==> src/rtl/core/dqs_pkg.sv <==
`default_nettype none

package dqs_pkg;

  localparam int ACTION_W = 3;
  localparam int VALUE_W  = 32;
  localparam int STATUS_W = 2;
  localparam int POS_W    = 6;

  typedef enum logic [ACTION_W-1:0] {
    ACT_INS_FRONT = 3'd0,
    ACT_INS_BACK  = 3'd1,
    ACT_DEL_FRONT = 3'd2,
    ACT_DEL_BACK  = 3'd3,
    ACT_READ_ALL  = 3'd4,
    ACT_SEARCH    = 3'd5
  } action_t;

  typedef enum logic [STATUS_W-1:0] {
    ST_OK      = 2'd0,
    ST_EMPTY   = 2'd1,
    ST_FULL    = 2'd2,
    ST_MISSING = 2'd3
  } status_t;

endpackage

`default_nettype wire

==> src/rtl/core/dqs_ring.sv <==
`default_nettype none

module dqs_ring #(
  parameter int DEPTH = 16,
  localparam int AW = $clog2(DEPTH)
) (
  input  logic                        clk,
  input  logic                        wr_en,
  input  logic [AW-1:0]               wr_addr,
  input  logic [dqs_pkg::VALUE_W-1:0] wr_data,
  input  logic                        rd_en,
  input  logic [AW-1:0]               rd_addr,
  output logic [dqs_pkg::VALUE_W-1:0] rd_data
);
  import dqs_pkg::*;

  // ring storage, contents undefined until written
  logic [VALUE_W-1:0] mem [DEPTH];

  always_ff @(posedge clk) begin
    if (wr_en) begin
      mem[wr_addr] <= wr_data;
    end
  end

  // registered read port
  always_ff @(posedge clk) begin
    if (rd_en) begin
      rd_data <= mem[rd_addr];
    end
  end

endmodule

`default_nettype wire

==> src/rtl/core/deque_with_search_core.sv <==
// insert or delete: the result goes through the emit state into the output register
// read all: each entry goes through issue and check; check waits on a stalled output
// search: issue and check for each entry walked from the front, then emit the result
// the walk is set by the single registered read port of the ring memory
// in_ready is high only while the sequencer sits in idle; one word at a time
// reset (rst, synchronous, active high) empties the deque and drops the output word
`default_nettype none

module deque_with_search_core #(
  parameter int CAPACITY = 16
) (
  input  logic                               clk,
  input  logic                               rst,
  input  logic                               in_valid,
  output logic                               in_ready,
  input  logic [dqs_pkg::ACTION_W-1:0]       action,
  input  logic signed [dqs_pkg::VALUE_W-1:0] value,
  output logic                               out_valid,
  input  logic                               out_ready,
  output logic [dqs_pkg::STATUS_W-1:0]       status,
  output logic [dqs_pkg::POS_W-1:0]          position,
  output logic signed [dqs_pkg::VALUE_W-1:0] entry,
  output logic                               last
);
  import dqs_pkg::*;

  localparam int IW = $clog2(CAPACITY);     // ring slot index
  localparam int CW = $clog2(CAPACITY + 1); // entry count, holds CAPACITY itself
  localparam int SW = CW + 1;               // slot sum before wrap

  localparam logic [SW-1:0] CAP_S    = SW'(CAPACITY);
  localparam logic [CW-1:0] CAP_C    = CW'(CAPACITY);
  localparam logic [IW-1:0] TOP_SLOT = IW'(CAPACITY - 1);

  // one-hot sequencer
  typedef enum logic [3:0] {
    S_IDLE  = 4'b0001,
    S_ISSUE = 4'b0010, // read request for entry idx
    S_CHECK = 4'b0100, // read data back, compare or emit
    S_EMIT  = 4'b1000  // single result waiting for the output register
  } state_t;

  state_t             state, state_next;
  logic [IW-1:0]      front, front_next;
  logic [CW-1:0]      count, count_next;
  logic [CW-1:0]      idx, idx_next;
  action_t            act, act_next;
  logic [VALUE_W-1:0] key, key_next;
  status_t            pend_status, pend_status_next;
  logic [POS_W-1:0]   pend_pos, pend_pos_next;

  // output register
  logic               out_load;
  status_t            out_status_d;
  logic [POS_W-1:0]   out_pos_d;
  logic [VALUE_W-1:0] out_entry_d;
  logic               out_last_d;
  logic               out_free;

  // ring memory ports
  logic               wr_en, rd_en;
  logic [IW-1:0]      wr_addr, rd_addr;
  logic [VALUE_W-1:0] rd_data;

  // shared slot unit: front plus an offset up to CAPACITY, one wrap
  logic [CW-1:0]      slot_off;
  logic [SW-1:0]      slot_sum;
  logic [IW-1:0]      slot;

  logic [IW-1:0]      front_dec, front_inc;
  logic [CW-1:0]      idx_inc;
  logic               at_end;
  logic               accept;

  assign slot_off = (state == S_IDLE) ? count : idx;
  assign slot_sum = SW'(front) + SW'(slot_off);
  assign slot     = (slot_sum >= CAP_S) ? IW'(slot_sum - CAP_S) : IW'(slot_sum);

  assign front_dec = (front == '0) ? TOP_SLOT : front - IW'(1);
  assign front_inc = (front == TOP_SLOT) ? '0 : front + IW'(1);
  assign idx_inc   = idx + CW'(1);
  assign at_end    = (idx_inc == count);

  assign in_ready = (state == S_IDLE);
  assign accept   = in_valid && in_ready;
  assign out_free = !out_valid || out_ready;

  always_comb begin
    state_next       = state;
    front_next       = front;
    count_next       = count;
    idx_next         = idx;
    act_next         = act;
    key_next         = key;
    pend_status_next = pend_status;
    pend_pos_next    = pend_pos;
    wr_en            = 1'b0;
    wr_addr          = slot;
    rd_en            = 1'b0;
    rd_addr          = slot;
    out_load         = 1'b0;
    out_status_d     = pend_status;
    out_pos_d        = pend_pos;
    out_entry_d      = '0;
    out_last_d       = 1'b1;

    case (state)
      S_IDLE: begin
        if (accept) begin
          act_next         = action_t'(action);
          key_next         = value;
          idx_next         = '0;
          pend_status_next = ST_OK;
          pend_pos_next    = '0;
          case (action_t'(action))
            ACT_INS_FRONT: begin
              state_next = S_EMIT;
              if (count == CAP_C) begin
                pend_status_next = ST_FULL;
              end else begin
                wr_en      = 1'b1;
                wr_addr    = front_dec;
                front_next = front_dec;
                count_next = count + CW'(1);
              end
            end
            ACT_INS_BACK: begin
              state_next = S_EMIT;
              if (count == CAP_C) begin
                pend_status_next = ST_FULL;
              end else begin
                wr_en      = 1'b1;
                count_next = count + CW'(1);
              end
            end
            ACT_DEL_FRONT: begin
              state_next = S_EMIT;
              if (count == '0) begin
                pend_status_next = ST_EMPTY;
              end else begin
                front_next = front_inc;
                count_next = count - CW'(1);
              end
            end
            ACT_DEL_BACK: begin
              state_next = S_EMIT;
              if (count == '0) begin
                pend_status_next = ST_EMPTY;
              end else begin
                count_next = count - CW'(1);
              end
            end
            ACT_READ_ALL: begin
              if (count == '0) begin
                pend_status_next = ST_EMPTY;
                state_next       = S_EMIT;
              end else begin
                state_next = S_ISSUE;
              end
            end
            ACT_SEARCH: begin
              if (count == '0) begin
                pend_status_next = ST_MISSING;
                state_next       = S_EMIT;
              end else begin
                state_next = S_ISSUE;
              end
            end
            default: begin
              // undefined action codes are dropped without a result
              state_next = S_IDLE;
            end
          endcase
        end
      end
      S_ISSUE: begin
        rd_en      = 1'b1;
        state_next = S_CHECK;
      end
      S_CHECK: begin
        if (act == ACT_READ_ALL) begin
          if (out_free) begin
            out_load     = 1'b1;
            out_status_d = ST_OK;
            out_pos_d    = POS_W'(idx);
            out_entry_d  = rd_data;
            out_last_d   = at_end;
            idx_next     = idx_inc;
            state_next   = at_end ? S_IDLE : S_ISSUE;
          end
        end else begin
          if (rd_data == key) begin
            pend_status_next = ST_OK;
            pend_pos_next    = POS_W'(idx);
            state_next       = S_EMIT;
          end else if (at_end) begin
            pend_status_next = ST_MISSING;
            pend_pos_next    = '0;
            state_next       = S_EMIT;
          end else begin
            idx_next   = idx_inc;
            state_next = S_ISSUE;
          end
        end
      end
      S_EMIT: begin
        if (out_free) begin
          out_load   = 1'b1;
          state_next = S_IDLE;
        end
      end
      default: begin
        state_next = S_IDLE;
      end
    endcase
  end

  always_ff @(posedge clk) begin
    if (rst) begin
      state <= S_IDLE;
      front <= '0;
      count <= '0;
    end else begin
      state <= state_next;
      front <= front_next;
      count <= count_next;
    end
  end

  always_ff @(posedge clk) begin
    idx         <= idx_next;
    act         <= act_next;
    key         <= key_next;
    pend_status <= pend_status_next;
    pend_pos    <= pend_pos_next;
  end

  // output word register, free again once the word is taken
  always_ff @(posedge clk) begin
    if (rst) begin
      out_valid <= 1'b0;
    end else if (out_load) begin
      out_valid <= 1'b1;
    end else if (out_ready) begin
      out_valid <= 1'b0;
    end
  end

  always_ff @(posedge clk) begin
    if (out_load) begin
      status   <= out_status_d;
      position <= out_pos_d;
      entry    <= out_entry_d;
      last     <= out_last_d;
    end
  end

  dqs_ring #(
    .DEPTH (CAPACITY)
  ) u_ring (
    .clk     (clk),
    .wr_en   (wr_en),
    .wr_addr (wr_addr),
    .wr_data (key_next),
    .rd_en   (rd_en),
    .rd_addr (rd_addr),
    .rd_data (rd_data)
  );

endmodule

`default_nettype wire

==> config.mk <==
export PLATFORM = sky130hd
export DESIGN_NAME = deque_with_search_core
export DESIGN_NICKNAME = d
export VERILOG_FILES = /design/src/rtl/core/dqs_pkg.sv /design/src/rtl/core/dqs_ring.sv /design/src/rtl/core/deque_with_search_core.sv
export SDC_FILE = /design/constraint.sdc
export NUM_CORES = 1
export LEC_CHECK = 0
export BUFFER_PORTS_ARGS = -buffer_cell sky130_fd_sc_hd__buf_4
export CORE_MARGIN = 8
export CORE_UTILIZATION = 45
export DETAILED_ROUTE_END_ITERATION = 8
export PLACE_DENSITY_LB_ADDON = 0.1
export SLEW_MARGIN = 10
export SYNTH_ARGS = -nofsm -noshare
export SYNTH_HDL_FRONTEND = slang
export SYNTH_SLANG_ARGS = --single-unit
export TNS_END_PERCENT = 30
==> constraint.sdc <==
create_clock -name clk -period 5 [get_ports clk]
set_input_delay 0.5 -clock clk [delete_from_list [all_inputs] [get_ports clk]]
set_output_delay 0.5 -clock clk [all_outputs]
set_load 0.05 [all_outputs]
==> flow_summary_export.csv <==
group,metric,value,unit
synthesis,netlist_instances,1347,
synthesis,synth.distinct_cells,58,
synthesis,synth.area.top_cells,"edfxtp_1 (71%), mux4_2 (11%), dfxtp_1 (3.6%)",
clock_network,clk_pin_slew_worst_paths,0.06,ns
layout,n_fill_cell,4569,
timing,layout_min_cycle_time,4.143,ns
power,ir_drop,233.3,uV
synthesis,yosys_warnings,0,
clock_network,cts_buffers,68,
synthesis,syn_area_per_cell,18.84,um2
synthesis,synth_edf_count,599,
critical_path,critPathKind,"reg2reg",
timing,fin_skew,0.01854,ns
floorplan,initial_core_util,0.4526,
timing,report.final.slew_viol_count,0,
floorplan,fp.coreArea,0.05606,mm2
synthesis,synth_adder_area_share,0.006509,
detailed_routing,routed_wl,61040,um
layout,areaGrowthSynthToFinish,15.39,%
critical_path,rr_endpoint,"u_ring.rd_data[26]",
synthesis,synth.area.mux_share,0.1338,
detailed_routing,drt_iter0_drc,966,
clock_network,cts_tree,"built",
global_routing,gr-total-overflow,0,
run_status,status,"finished clean",
flow_run,cap_violations,0,
clock_network,cts.path.max_buffers,3,
floorplan,die_width,253.5,um
floorplan,io_pins,82,
timing,timing.fmax,0.2414,GHz
global_routing,grt_pass1_vias,13320,
floorplan,dieArea,0.06424,mm2
layout,multi_input_area,0.006279,mm2
layout,utilization,0.5222,
detailed_routing,remaining_drc_errors,0,
detailed_routing,ant_nets,0,
power,p_per_area,437.0,mW/mm2
clock_network,cts_sinks,645,
global_routing,antenna_found_initial,1,
clock_network,root_buffer,"clkbuf_16",
critical_path,setup.worst_path.start_class,"flop",
critical_path,r2r-start,"state[3]",
power,p_leak,9.839,nW
timing,worst_slew_pin_slew,1.088,ns
global_routing,grt_max_degree,129,
synthesis,synth_xor_area_frac,0.01963,
critical_path,rrSetupSlack,0.86,ns
synthesis,synth-main-ff-cell,"edfxtp_1",
layout,seqCellArea,0.01891,mm2
detailed_routing,vias,12770,
clock_network,post_cts_buffers,0,
clock_network,ctsResizeCount,0,
critical_path,worst_ep_required_time,5.30,ns
floorplan,rows,87,
timing,grt_setup_unrepaired,"no",
clock_network,htreeDepth,3,
synthesis,yosysTopAreaCell,"edfxtp_1",
layout,drive_gt1_frac,0.2697,
placed_design,dp_hpwl,32080,um
placed_design,io_buffers,80,
timing,hold_violations,0,
clock_network,clk_latency,0.60,ns
synthesis,synth_top_area_frac,0.7089,
placed_design,place.gp.congestion,0.7577,
detailed_routing,firstDrtPassIters,4,
timing,hold_ws,0.1857,ns
global_routing,track_usage,0.1922,
floorplan,die_y,253.5,um
synthesis,netlist_area,0.02537,mm2
synthesis,yosysMostFrequentCell,"edfxtp_1",
detailed_routing,avgViaCountPerCell,5.611,
synthesis,async_reset_ff_frac,0,
layout,final_nets,1517,
synthesis,synth-simple-area-share,0.05705,
critical_path,timing.critical_path.arrival,4.45,ns
power,total_power,0.01279,W
hold_path,holdPathEnd,"act[1]",
hold_path,whs_path_depth,1,
synthesis,synth_nets,1398,
layout,diodes,0,
critical_path,endpoint_kind,"flop",
hold_path,min_from,"action[1]",
detailed_routing,wire_per_inst,26.82,um
synthesis,ys_seq_area_frac,0.7452,
synthesis,synth_compound_area_frac,0.02411,
synthesis,synth_top_family_by_area,"multiplexers",
timing,setup_viol,0,
global_routing,grt_pass1_wl,90000,um
synthesis,synth_common_cells,"edfxtp_1 (599), nand2_1 (146), mux4_2 (128)",
clock_network,holdBufCountCts,0,
critical_path,ff2ff_path_depth,10,
critical_path,cp_max_fo,128,
hold_path,hp-class,"in2reg",
timing,max_slew_margin,0.2682,
synthesis,ys_ff_latch,645,
timing,fin_crit_sh,0.8287,
[metal layers]
metal  track usage  up-vias  part of all wire
met2        0.3250      298              0.50
met1        0.2584     6803              0.43
met5             0        -                 0
met3       0.03027       72             0.044
li1              -     5598                 -
met4       0.05227        0             0.018
[metrics by stage]
| stage | std cells | worst slack, ns | TNS (ns) | instance area, um2 |
|---|---|---|---|---|
| 6_report | 2276 | 0.8567 | 0 | 29280 |
| 5_1_grt | 2276 | 0.7488 | 0 | 29280 |
| 2_1_floorplan | 1347 | -0.8756 | -421.57 | 25370 |
| 4_1_cts | 2276 | 0.9431 | 0 | 29280 |
| 3_5_place_dp | 2152 | 0.9561 | 0 | 27180 |
| 3_3_place_gp | 2152 | 0.9961 | 0 | 27180 |
[cell usage in the layout, fill, tap and decap left out, types with 5 or more instances in the layout]
cell,count
inv_1,11
and2_1,39
mux2_2,42
nor3_2,16
mux4_2,128
o21ai_0,10
nand2b_1,6
nor4_1,9
a21oi_1,18
edfxtp_1,599
clkinv_2,10
buf_12,10
clkbuf_16,71
a31oi_1,34
ha_1,9
clkbuf_1,18
clkbuf_8,5
dfxtp_1,46
nand3_1,6
buf_4,107
xnor2_1,10
nand2_1,146
nor2_1,17
clkinv_1,15
xor2_1,37
and3_1,32
[flip-flops by register name, indices dropped and copies added (netlist names), 3 cells and up]
name	flops
position	5
pend_pos	5
count	5
act	3
u_ring.rd_data	32
state	4
front	4
entry	32
u_ring.mem	512
key	32
idx	5
[worst max-delay path by stage]
stage                        start                 end  slack, ns  depth (start not counted)
final                     state[3]  u_ring.rd_data[26]       0.86                         10
after global routing      state[3]  u_ring.mem[15][29]       0.75                          9
after CTS                 state[3]  u_ring.mem[15][28]       0.94                          9
after detailed placement  state[3]  u_ring.rd_data[16]       0.96                         10
after global placement    state[3]  u_ring.rd_data[12]        1.0                         10
after floorplan           state[3]    u_ring.mem[5][0]      -0.88                         10
[cells by family (layout without fill, tap and decap cells)]
| family | count (synthesis) | after routing |
|---|---|---|
| and+or+nand+nor | 293 | 293 |
| xor gates and xnor gates | 52 | 52 |
| muxes | 174 | 174 |
| DFF | 645 | 645 |
| adders and majority gates | 12 | 12 |
| AOI/OAI and AO/OA | 91 | 91 |
| other | 1 | 1 |
| buffers and inverters | 79 | 252 |
[worst max-delay path, cell delays in order (launching register included)]
cell and delay (ns):
dfxtp_1 0.46, nor4b_4 0.58, mux2_2 0.28, ha_4 0.13
inv_1 0.05, fa_4 0.81, buf_12 0.46, mux4_2 0.41
nand2_1 0.08, and3_1 0.18, a31oi_1 0.06
[power breakdown]
| group | switching, W | internal, W | leakage [nW] |
|---|---|---|---|
| clock | 0.00203 | 0.00273 | 1.03 |
| combinational | 0.00100 | 0.000689 | 2.94 |
| sequential | 0.0000756 | 0.00626 | 5.87 |
[layout make-up]
class,instances,area share
clock inverter,30,0.006368
inverter,11,0.001410
timing repair buffer,117,0.03427
sequential,645,0.6458
tap,756,0.03231
clock buffer,94,0.06534
multi-input combinational,623,0.2145
Power figures use the tool's default switching activity.
